$ cat src/design/mst_pkg.sv
`timescale 1ns / 1ps
package mst_pkg;
  localparam int ADDR_BITS = 23;
  localparam int OFF_BITS = 24;
  localparam logic [31:0] PAT_A = 32'haaaaaaaa;
  localparam logic [31:0] PAT_5 = 32'h55555555;

  localparam logic [1:0] OP_START = 2'd0;
  localparam logic [1:0] OP_WACK = 2'd1;
  localparam logic [1:0] OP_RDATA = 2'd2;
  localparam logic [1:0] OP_UNUSED = 2'd3;

  localparam logic [1:0] CMD_WRITE = 2'd0;
  localparam logic [1:0] CMD_READ = 2'd1;
  localparam logic [1:0] CMD_IDLE = 2'd2;

  localparam logic [2:0] REG_BASE = 3'd0;
  localparam logic [2:0] REG_WORDS = 3'd1;
  localparam logic [2:0] REG_ENABLE = 3'd2;
  localparam logic [2:0] REG_PASSES = 3'd3;
  localparam logic [2:0] REG_SEED = 3'd4;

  typedef enum logic [23:0] {
    PH_IDLE    = 24'h000001,
    D_W0       = 24'h000002,
    D_R0       = 24'h000004,
    D_W1       = 24'h000008,
    D_R1       = 24'h000010,
    D_WW       = 24'h000020,
    D_RW       = 24'h000040,
    D_WZ       = 24'h000080,
    D_RZ       = 24'h000100,
    A_FILL     = 24'h000200,
    A_WBASE    = 24'h000400,
    A_CHK1     = 24'h000800,
    A_RESTORE  = 24'h001000,
    A_PWRITE   = 24'h002000,
    A_RBASE    = 24'h004000,
    A_RSCAN    = 24'h008000,
    A_PRESTORE = 24'h010000,
    I_FILL     = 24'h020000,
    I_CHK      = 24'h040000,
    I_INV      = 24'h080000,
    I_CHK2     = 24'h100000,
    I_ZERO     = 24'h200000,
    S_WRITE    = 24'h400000,
    S_READ     = 24'h800000
  } phase_t;
endpackage

$ cat src/design/memory_self_test_sequencer.sv
`timescale 1ns / 1ps
// Each accepted word is decoded combinationally and its answer is registered in the
// output register, or in the skid register when the output stalls.
// A new word is accepted every cycle while answers drain; when an answer stalls, one
// more word is held in a skid register and the input then waits until it drains.
// Synchronous active-low reset returns the sequencer to idle and the configuration
// registers to their defaults.
module memory_self_test_sequencer (
  input  logic         clk,
  input  logic         rst_n,
  input  logic         in_tvalid,
  output logic         in_tready,
  input  logic [39:0]  in_tdata,   // opcode[1:0], read_data[33:2], zero fill
  output logic         out_tvalid,
  input  logic         out_tready,
  output logic [159:0] out_tdata,  // command, mem_addr, write_data, check_fail, test_id,
                                   // bus_line, expected_word, actual_word, fault_addr,
                                   // run_failed, zero fill
  input  logic         cfg_we,
  input  logic [2:0]   cfg_index,
  input  logic [31:0]  cfg_data
);
  import mst_pkg::*;

  logic [22:0] base_r;
  logic [23:0] words_r;
  logic [3:0]  enable_r;
  logic [7:0]  passes_r;
  logic [31:0] seed_r;

  phase_t      ph_r, ph_nxt;
  logic [23:0] off_r, off_nxt, probe_r, probe_nxt;
  logic [31:0] walk_r, walk_nxt, pat_r, pat_nxt, pend_r, pend_nxt;
  logic [4:0]  line_r, line_nxt;
  logic        desc_r, desc_nxt, fail_r, fail_nxt;
  logic [7:0]  left_r, left_nxt;

  logic [152:0] res_nxt, out_r, skid_r;
  logic         out_v_r, skid_v_r;
  logic         take;

  assign in_tready = !skid_v_r;
  assign take = in_tvalid && in_tready;
  assign out_tvalid = out_v_r;
  assign out_tdata = {7'd0, out_r};

  logic [23:0] cnt, msk;
  assign cnt = (words_r == 24'd0) ? 24'd1 : words_r;
  assign msk = cnt - 24'd1;

  function automatic logic [4:0] low_bit(input logic [31:0] v);
    logic [4:0] r;
    r = 5'd0;
    for (int i = 31; i >= 0; i--) if (v[i]) r = 5'(i);
    return r;
  endfunction

  function automatic logic [1:0] ph_test(input phase_t p);
    logic [1:0] t;
    case (p) inside
      D_W0, D_R0, D_W1, D_R1, D_WW, D_RW, D_WZ, D_RZ: t = 2'd0;
      A_FILL, A_WBASE, A_CHK1, A_RESTORE, A_PWRITE, A_RBASE, A_RSCAN, A_PRESTORE: t = 2'd1;
      I_FILL, I_CHK, I_INV, I_CHK2, I_ZERO: t = 2'd2;
      default: t = 2'd3;
    endcase
    return t;
  endfunction

  typedef struct packed {
    logic [1:0]  cmd;
    logic [23:0] off;
    logic [31:0] data;
  } desc_t;

  function automatic desc_t describe(input phase_t p, input logic [23:0] o,
                                     input logic [23:0] pr, input logic [31:0] w);
    desc_t d;
    d = '{cmd: CMD_IDLE, off: 24'd0, data: 32'd0};
    unique case (p)
      D_W0: d.cmd = CMD_WRITE;
      D_R0: d.cmd = CMD_READ;
      D_W1: d = '{CMD_WRITE, 24'd0, 32'hffffffff};
      D_R1: d = '{CMD_READ, 24'd0, 32'hffffffff};
      D_WW: d = '{CMD_WRITE, 24'd0, w};
      D_RW: d = '{CMD_READ, 24'd0, w};
      D_WZ: d = '{CMD_WRITE, 24'd0, ~w};
      D_RZ: d = '{CMD_READ, 24'd0, ~w};
      A_FILL: d = '{CMD_WRITE, o, PAT_A};
      A_WBASE: d = '{CMD_WRITE, 24'd0, PAT_5};
      A_CHK1: d = '{CMD_READ, o, PAT_A};
      A_RESTORE: d = '{CMD_WRITE, 24'd0, PAT_A};
      A_PWRITE: d = '{CMD_WRITE, pr, PAT_5};
      A_RBASE: d = '{CMD_READ, 24'd0, PAT_A};
      A_RSCAN: d = '{CMD_READ, o, PAT_A};
      A_PRESTORE: d = '{CMD_WRITE, pr, PAT_A};
      I_FILL: d = '{CMD_WRITE, o, {8'd0, o} + 32'd1};
      I_CHK: d = '{CMD_READ, o, {8'd0, o} + 32'd1};
      I_INV: d = '{CMD_WRITE, o, ~({8'd0, o} + 32'd1)};
      I_CHK2: d = '{CMD_READ, o, ~({8'd0, o} + 32'd1)};
      I_ZERO: d = '{CMD_WRITE, o, 32'd0};
      S_WRITE: d = '{CMD_WRITE, o, w};
      S_READ: d = '{CMD_READ, o, w};
      default: d.cmd = CMD_IDLE;
    endcase
    return d;
  endfunction

  logic [1:0]  op;
  logic [31:0] rd;
  desc_t       cur, nd;
  logic        fail, do_start;
  logic [2:0]  start_id;
  logic [1:0]  rep_test;
  logic [4:0]  rep_line;
  logic [22:0] rep_addr;
  logic [23:0] sh_off, inc_off;
  logic [31:0] sw_walk, ip;

  assign op = in_tdata[1:0];
  assign rd = in_tdata[33:2];
  assign cur = describe(ph_r, off_r, probe_r, walk_r);
  assign sh_off = {off_r[22:0], 1'b0};
  assign inc_off = off_r + 24'd1;
  assign sw_walk = desc_r ? walk_r - 32'd1 : walk_r + 32'd1;
  assign ip = pat_r[31] ? 32'd0 - pat_r : ~pat_r;

  always_comb begin
    ph_nxt = ph_r; off_nxt = off_r; probe_nxt = probe_r; walk_nxt = walk_r;
    pat_nxt = pat_r; pend_nxt = pend_r; line_nxt = line_r; desc_nxt = desc_r;
    fail_nxt = fail_r; left_nxt = left_r;
    fail = 1'b0; do_start = 1'b0; start_id = 3'd0;
    rep_test = 2'd0; rep_line = 5'd0; rep_addr = 23'd0;
    if (op == OP_START) begin
      fail_nxt = 1'b0; do_start = 1'b1; start_id = 3'd0;
    end else if (op == OP_WACK && cur.cmd == CMD_WRITE) begin
      unique case (ph_r)
        D_W0: ph_nxt = D_R0;
        D_W1: ph_nxt = D_R1;
        D_WW: ph_nxt = D_RW;
        D_WZ: ph_nxt = D_RZ;
        A_FILL: begin
          off_nxt = sh_off;
          ph_nxt = ((sh_off & msk) != 0) ? A_FILL : A_WBASE;
        end
        A_WBASE: begin
          off_nxt = 24'd1; line_nxt = 5'd2;
          ph_nxt = msk[0] ? A_CHK1 : A_RESTORE;
        end
        A_RESTORE: begin
          probe_nxt = 24'd1;
          if (msk[0]) ph_nxt = A_PWRITE;
          else begin do_start = 1'b1; start_id = 3'd2; end
        end
        A_PWRITE: ph_nxt = A_RBASE;
        A_PRESTORE: begin
          probe_nxt = {probe_r[22:0], 1'b0};
          if (({probe_r[22:0], 1'b0} & msk) != 0) ph_nxt = A_PWRITE;
          else begin do_start = 1'b1; start_id = 3'd2; end
        end
        I_FILL: begin
          off_nxt = inc_off;
          if (inc_off >= cnt) begin off_nxt = 24'd0; ph_nxt = I_CHK; end
        end
        I_INV: begin
          off_nxt = inc_off;
          if (inc_off >= cnt) begin off_nxt = 24'd0; ph_nxt = I_CHK2; end
          else ph_nxt = I_CHK;
        end
        I_ZERO: begin
          off_nxt = inc_off;
          if (inc_off >= cnt) begin do_start = 1'b1; start_id = 3'd3; end
          else ph_nxt = I_CHK2;
        end
        S_WRITE: begin
          walk_nxt = sw_walk; off_nxt = inc_off;
          if (inc_off >= cnt) begin
            off_nxt = 24'd0; walk_nxt = pat_r; ph_nxt = S_READ;
          end
        end
        default: ;
      endcase
    end else if (op == OP_RDATA && cur.cmd == CMD_READ) begin
      fail = (rd != pend_r) && !(ph_r == A_RSCAN && off_r == probe_r);
      if (fail) begin
        fail_nxt = 1'b1;
        rep_test = ph_test(ph_r);
        rep_line = line_r;
        rep_addr = base_r + cur.off[22:0];
      end
      unique case (ph_r)
        D_R0, D_R1: begin
          if (fail) begin
            rep_line = low_bit(rd ^ pend_r); do_start = 1'b1; start_id = 3'd1;
          end else if (ph_r == D_R0) ph_nxt = D_W1;
          else begin walk_nxt = 32'd1; line_nxt = 5'd0; ph_nxt = D_WW; end
        end
        D_RW: if (fail) begin do_start = 1'b1; start_id = 3'd1; end
              else ph_nxt = D_WZ;
        D_RZ: begin
          if (fail) begin do_start = 1'b1; start_id = 3'd1; end
          else begin
            walk_nxt = {walk_r[30:0], 1'b0}; line_nxt = line_r + 5'd1;
            if (walk_r[30:0] == 31'd0) begin do_start = 1'b1; start_id = 3'd1; end
            else ph_nxt = D_WW;
          end
        end
        A_CHK1, A_RSCAN: begin
          if (fail) begin do_start = 1'b1; start_id = 3'd2; end
          else begin
            off_nxt = sh_off; line_nxt = line_r + 5'd1;
            if ((sh_off & msk) == 0) ph_nxt = (ph_r == A_CHK1) ? A_RESTORE : A_PRESTORE;
          end
        end
        A_RBASE: begin
          if (fail) begin
            rep_line = 5'd2 + low_bit({8'd0, probe_r}); do_start = 1'b1; start_id = 3'd2;
          end else begin
            off_nxt = 24'd1; line_nxt = 5'd2;
            ph_nxt = msk[0] ? A_RSCAN : A_PRESTORE;
          end
        end
        I_CHK: if (fail) begin do_start = 1'b1; start_id = 3'd3; end
               else ph_nxt = I_INV;
        I_CHK2: if (fail) begin do_start = 1'b1; start_id = 3'd3; end
                else ph_nxt = I_ZERO;
        S_READ: begin
          walk_nxt = sw_walk; off_nxt = inc_off;
          if (inc_off >= cnt) begin
            pat_nxt = ip; desc_nxt = !desc_r;
            if (left_r <= 8'd1) begin left_nxt = 8'd0; ph_nxt = PH_IDLE; end
            else begin
              left_nxt = left_r - 8'd1; off_nxt = 24'd0; walk_nxt = ip; ph_nxt = S_WRITE;
            end
          end
        end
        default: ;
      endcase
    end
    if (do_start) begin
      if (start_id == 3'd0 && enable_r[0]) ph_nxt = D_W0;
      else if (start_id <= 3'd1 && enable_r[1]) begin
        off_nxt = 24'd1; ph_nxt = msk[0] ? A_FILL : A_WBASE;
      end else if (start_id <= 3'd2 && enable_r[2]) begin
        off_nxt = 24'd0; ph_nxt = I_FILL;
      end else if (enable_r[3] && passes_r != 8'd0) begin
        left_nxt = passes_r; pat_nxt = seed_r; desc_nxt = 1'b0; walk_nxt = seed_r;
        off_nxt = 24'd0; ph_nxt = S_WRITE;
      end else ph_nxt = PH_IDLE;
    end
    nd = describe(ph_nxt, off_nxt, probe_nxt, walk_nxt);
    if (nd.cmd == CMD_READ) pend_nxt = nd.data;
    res_nxt = {fail_nxt, rep_addr, (fail ? rd : 32'd0), (fail ? pend_r : 32'd0),
               rep_line, rep_test, fail,
               (nd.cmd == CMD_WRITE ? nd.data : 32'd0),
               (nd.cmd == CMD_IDLE ? 23'd0 : base_r + nd.off[22:0]), nd.cmd};
  end

  always_ff @(posedge clk) begin
    if (!rst_n) begin
      base_r <= '0; words_r <= 24'd8388608; enable_r <= 4'hf;
      passes_r <= 8'd100; seed_r <= '0;
      ph_r <= PH_IDLE; off_r <= '0; probe_r <= '0; walk_r <= 32'd1; pat_r <= '0;
      pend_r <= '0; line_r <= '0; desc_r <= 1'b0; fail_r <= 1'b0; left_r <= '0;
      out_v_r <= 1'b0; skid_v_r <= 1'b0;
    end else begin
      if (cfg_we) begin
        case (cfg_index)
          REG_BASE: base_r <= cfg_data[22:0];
          REG_WORDS: words_r <= cfg_data[23:0];
          REG_ENABLE: enable_r <= cfg_data[3:0];
          REG_PASSES: passes_r <= cfg_data[7:0];
          REG_SEED: seed_r <= cfg_data;
          default: ;
        endcase
      end
      if (take) begin
        ph_r <= ph_nxt; off_r <= off_nxt; probe_r <= probe_nxt; walk_r <= walk_nxt;
        pat_r <= pat_nxt; pend_r <= pend_nxt; line_r <= line_nxt; desc_r <= desc_nxt;
        fail_r <= fail_nxt; left_r <= left_nxt;
      end
      if (!out_v_r || out_tready) begin
        out_v_r <= skid_v_r || take;
        skid_v_r <= 1'b0;
      end else if (take) begin
        skid_v_r <= 1'b1;
      end
    end
  end

  always_ff @(posedge clk) begin
    if (!out_v_r || out_tready) out_r <= skid_v_r ? skid_r : res_nxt;
    if (take && out_v_r && !out_tready) skid_r <= res_nxt;
  end
endmodule

$ cat config.mk
export PLATFORM = sky130hd
export DESIGN_NAME = memory_self_test_sequencer
export DESIGN_NICKNAME = d
export VERILOG_FILES = /design/src/design/mst_pkg.sv /design/src/design/memory_self_test_sequencer.sv
export SDC_FILE = /design/constraint.sdc
export NUM_CORES = 2
export LEC_CHECK = 0
export BUFFER_PORTS_ARGS = -buffer_cell sky130_fd_sc_hd__buf_2
export CORE_MARGIN = 2
export CORE_UTILIZATION = 39
export DETAILED_ROUTE_END_ITERATION = 10
export PLACE_DENSITY = 0.6
export SETUP_SLACK_MARGIN = 0.5
export SLEW_MARGIN = 30
export SYNTH_ARGS = -nofsm -noshare
export SYNTH_HDL_FRONTEND = slang
export SYNTH_SLANG_ARGS = --single-unit
$ cat constraint.sdc
create_clock -name clk -period 24.9 [get_ports clk]
set_input_delay 2.49 -clock clk [delete_from_list [all_inputs] [get_ports clk]]
set_output_delay 2.49 -clock clk [all_outputs]
set_load 0.01 [all_outputs]
Word-level counts from Yosys, hierarchy flattened:

Cells that the tools add are included.

* register bits after elaboration: 582
* input port bits: 80
* output and inout port bits: 162
* word-level logic and storage cells: 405

* $add $sub $neg: 12
* magnitude comparators: 4
* equality and inequality tests: 62
* mux-type cells: 228
* bitwise operators: 10
* reduce and logical (&&, ||, !) cells: 70

Operators by type and width (number)
* one-hot mux 55 bit (12 select lines): 2
* two-way mux 32 bit: 30
* two-way mux 24 bit: 35
* two-way mux 5 bit: 74
* one-hot mux 24 bit (13 select lines): 1
* two-way mux 23 bit: 10
* one-hot mux 24 bit (8 select lines): 1
* two-way mux 153 bit: 1
* inverter 32 bit: 3
* one-hot mux 24 bit (4 select lines): 1
* one-hot mux 32 bit (3 select lines): 1
* two-way mux 8 bit: 11
* one-hot mux 24 bit (3 select lines): 1
* inverter 25 -> 32 bit: 2
* nonzero test 32 bit: 2
* adder 24 x 1 -> 25 bit, second input constant: 2
* AND 24 bit: 2
* == test 24 x 10 -> 1 bit, second input constant: 2
* == test 24 x 11 -> 1 bit, second input constant: 2
* == test 24 x 12 -> 1 bit, second input constant: 2
* == test 24 x 13 -> 1 bit, second input constant: 2
* == test 24 x 14 -> 1 bit, second input constant: 2
* == test 24 x 15 -> 1 bit, second input constant: 2
* == test 24 x 16 -> 1 bit, second input constant: 2
* other kinds (75): 193

Longest topological paths before layout:

* word-level depth: 39
* gate-level depth with buffers: 45
* mapped depth without buffers: 40

Worst setup path after synthesis:

No wires, ideal clock.

* path kind: input -> register
* from: in out_tready
* to: reg skid_r[0], enable pin
* setup time: 1598 ps
* data arrival time: 14240 ps
* data required time: 23302 ps
* slack: 9062 ps
* stages on the path: 2
* path buffers: 0
* cells stage by stage: nand2b_1 > nor2_1

* cells in the longest elaborated chain, start to end: 2

RTL lines
* start: declaration: RTL line memory_self_test_sequencer.sv:15 `input logic out_tready,`
* zero test 1 bit: RTL line memory_self_test_sequencer.sv:292 `if (take && out_v_r && !out_tready) skid_r <= res_nxt;`
* logical AND 1 bit: RTL line memory_self_test_sequencer.sv:292
* end signal: assignment: RTL line memory_self_test_sequencer.sv:292
* end: declaration: RTL line memory_self_test_sequencer.sv:38 `logic [152:0] res_nxt, out_r, skid_r;`

Every way passes these cells.
A chain may end at the register's enable or synchronous reset.

Final worst setup path:

* from: reg off_r[1]
* to: reg out_r[24] (data pin)

* cells in the longest elaborated chain, start to end: 21
* elaborated cells between the ends (all ways): 110
* those cells by class: 2 x add/sub; 3 x order compare; 25 x eq/ne; 60 x mux; 1 x bitwise; 19 x reduce/logical

RTL lines
* start: declaration: RTL line memory_self_test_sequencer.sv:32 `logic [23:0] off_r, off_nxt, probe_r, probe_nxt;`
* start signal: assignment: RTL line memory_self_test_sequencer.sv:277 `ph_r <= ph_nxt; off_r <= off_nxt; probe_r <= probe_nxt; walk_r <= walk_nxt;`
* branches (longest 19 deep; another with adder 24 x 1 -> 24 bit)
* two-way mux 23 bit (*): RTL line memory_self_test_sequencer.sv:255 `(nd.cmd == CMD_IDLE ? 23'd0 : base_r + nd.off[22:0]), nd.cmd};`
* two-way mux 153 bit (*): RTL line memory_self_test_sequencer.sv:291 `if (!out_v_r || out_tready) out_r <= skid_v_r ? skid_r : res_nxt;`
* end signal: assignment: RTL line memory_self_test_sequencer.sv:291
* end: declaration: RTL line memory_self_test_sequencer.sv:38

Every way passes the cells marked *.

==> out/metrics.cfg <==
[die]
start_util_pct=39.4
num_rows=114
core-area_um2=96700
die-width_um=316
io_pins=242
fp.dieH_um=316
die_area_um2=100000

[setup_path]
setup.worst_path.start_class=flip-flop
slowest_stage=nor4_1
cp-end-kind=flip-flop
worstPathRequired_ns=25.26
path_buf_inv=2
path_common_cell=a21oi_1
r2r_cells=42
path_class=flip-flop to flip-flop
r2r_slack_ns=11.67
crit_fanout=31
worstPathArrival_ns=13.59
crit_family=compound AO/OA/AOI/OAI gates
slowest_delay_ns=0.85
cp.depth=42

[worst_hold_path]
hold_class=flip-flop to flip-flop
min_path_cells=2

[place]
place.gp.congestion=1.05
placed_cells=5749
portBuffers=228
dp_hpwl_um=112000
place_ws_ns=11.81

[routing]
avgViaCountPerCell=6.16
drt_iter0_drc=4806
route.antenna.remaining_nets=0
dr.pass1.iters=7
drc=0
routedWlPerCell_um=26.0
vias=36200
drt_wl_total_um=153000

[cts]
cts_tree=built
clkSinkCount=582
post-cts-setup-buffers=0
root_buffer=clkbuf_16
clk_pin_slew_ns=0.06
cts_buffer_depth=3
cts_buffers=69
cts_hold_buffers=0
htreeDepth=3
cts_resized=0
clkLatencyLatePin_ns=0.65

[yosys]
synth_top_cell_by_area=edfxtp_1
ys_types=115
synthArstFlopShare_pct=0
netlist_area_um2=38100
synth_ff_type=edfxtp_1
netlist_instances=4486
synth_seq_cells=582
synth_most_common_cell=nand2_1
synth_common_cells=nand2_1, nor2_1, a21oi_1, edfxtp_1, dfxtp_1
seq_area_frac_synth_pct=38.7
synth_top_area_share_pct=24.1
avgSynthCellArea_um2=8.48
synth_edf_count=306
synth_area_leaders=edfxtp_1, dfxtp_1, nand2_1, a21oi_1, nor2_1
yosys_warnings=0

[timing]
setup_ws_ns=11.67
tightest_slew_ns=1.13
rsz0062_at_grt=false
finalCriticalPeriod_ns=13.23
slew_violations=0
finalSetupTns_ns=0
clock_skew_ns=0.0176
hold_viol=0
setup_viol_count_final=0
min_period_over_period_pct=53.1
slew_headroom_pct=24.0
fmax_mhz=75.6

[cells_and_area]
syn_to_final_growth_pct=12.1
nNetsFinal=4733
drive_gt1_share_pct=13.8
n_fill_cell=9500
final_cells=5876

[global_routing]
grt_pass1_vias=32900
globalRouteOverflowTotal=0
grt_antenna_before_repair=4
grt_use_total_pct=29.6
grt_pass1_wl_um=222000
grt_max_degree=99

[pwr]
vdd_drop_max_mv=0.0529
p_per_area_nw_per_um2=55.5
leakage_uw=0.0161
total_power_uw=2370

[status]
status=finished clean

[flow_run]
maxCapViolations=0

## worst register-to-register path, delay by kind of cell, from the launching register on
kind | cells | cell delay (ns)
XOR/XNOR | 1 | 0.44
AO/OA/AOI/OAI | 21 | 5.66
buffers and inverters | 2 | 0.53
adder cells (fa/ha/maj) | 3 | 1.09
AND/OR/NAND/NOR | 15 | 4.91
flip-flops | 1 | 0.31
## logic make-up (layout without fill, tap and decap cells)
family                   after synthesis  after routing  share of synthesized area, %
adder cells (fa/ha/maj)              109            109                          3.64
flip-flops                           582            582                          38.7
XOR/XNOR                             229            229                          5.27
AND/OR/NAND/NOR                     1803           1803                          22.6
buffers and inverters                423            529                          4.48
AO/OA/AOI/OAI                       1198           1198                          21.3
multiplexers                         141            141                          3.99
other                                  1              9                       0.00985
## worst paths after layout
| check | start | endpoint |
|---|---|---|
| min reg2reg | seed_r[20]$_SDFFE_PN0P_ | seed_r[20]$_SDFFE_PN0P_ |
| min | seed_r[20]$_SDFFE_PN0P_ | seed_r[20]$_SDFFE_PN0P_ |
| max | off_r[1]$_SDFFE_PN0P_ | out_r[24]$_DFFE_PP_ |
| max reg2reg | off_r[1]$_SDFFE_PN0P_ | out_r[24]$_DFFE_PP_ |
## layout make-up
class	count	area, um2	share of cell area [%]
Antenna cell	2	5.00	0.0117
Clock buffer	96	1940	4.55
Clock inverter	29	384	0.900
Inverter	87	337	0.789
Multi-Input combinational cell	3487	21800	51.2
Sequential cell	582	14700	34.5
Tap cell	1276	1600	3.74
Timing Repair Buffer	317	1860	4.37
## cells in the final DEF (no fill, tap or decap), types with 18 or more instances in the layout
| cell type | count |
|---|---|
| buf_2 | 228 |
| xor2_1 | 84 |
| or3_1 | 28 |
| and2_1 | 18 |
| o22ai_1 | 38 |
| dfxtp_1 | 275 |
| o21ai_0 | 141 |
| a31oi_1 | 53 |
| o21a_1 | 27 |
| a222oi_1 | 19 |
| clkbuf_16 | 71 |
| xnor2_1 | 145 |
| nor2b_1 | 42 |
| a22o_1 | 29 |
| a211oi_2 | 19 |
| mux2_2 | 85 |
| a21o_1 | 39 |
| nor2_1 | 485 |
| a211oi_1 | 57 |
| a21oi_1 | 395 |
| buf_4 | 83 |
| o31ai_1 | 79 |
| nand4_1 | 53 |
| and3_1 | 111 |
| inv_1 | 84 |
| a22oi_1 | 40 |
| mux2i_1 | 56 |
| ha_1 | 106 |
| nor4_1 | 48 |
| nand2b_1 | 30 |
| o211ai_1 | 25 |
| edfxtp_1 | 306 |
| or4_1 | 22 |
| nor3_1 | 118 |
| nand3_1 | 112 |
| nand2_1 | 615 |
| o21bai_1 | 22 |
| clkbuf_1 | 18 |
## layer usage
metal  GRT usage, %  share of wire, %  vias to the layer above
met5              0             0.021                        -
met4           13.3               4.7                        6
met3           5.85               9.6                      303
met2           44.2                43                     1879
met1           41.4                43                    17400
li1               -                 -                    16600
## power breakdown
part	total [uW]	internal, uW	switching, uW
clock	1060	630	425
sequential	1060	1030	25.2
combinational	256	79.0	177
## sequential cells by signal, indices dropped and copies added, names as in the netlist, 23 cells and up
register  cells
seed_r       32
out_r       153
skid_r      153
probe_r      24
pend_r       32
pat_r        32
off_r        24
walk_r       32
ph_r         24
base_r       23
words_r      24
## through the flow
step | instance area [um2] | hold slack, ns | util [%]
finish | 42700 | 0.461 | 44.1
global route | 42700 | 0.480 | 44.1
CTS | 42600 | 0.462 | 44.1
detailed placement | 40300 | 0.452 | 41.7
global placement | 40200 | 0.445 | 41.6
floorplan | 38100 | 0.437 | -
Power figures use the tool's default switching activity.
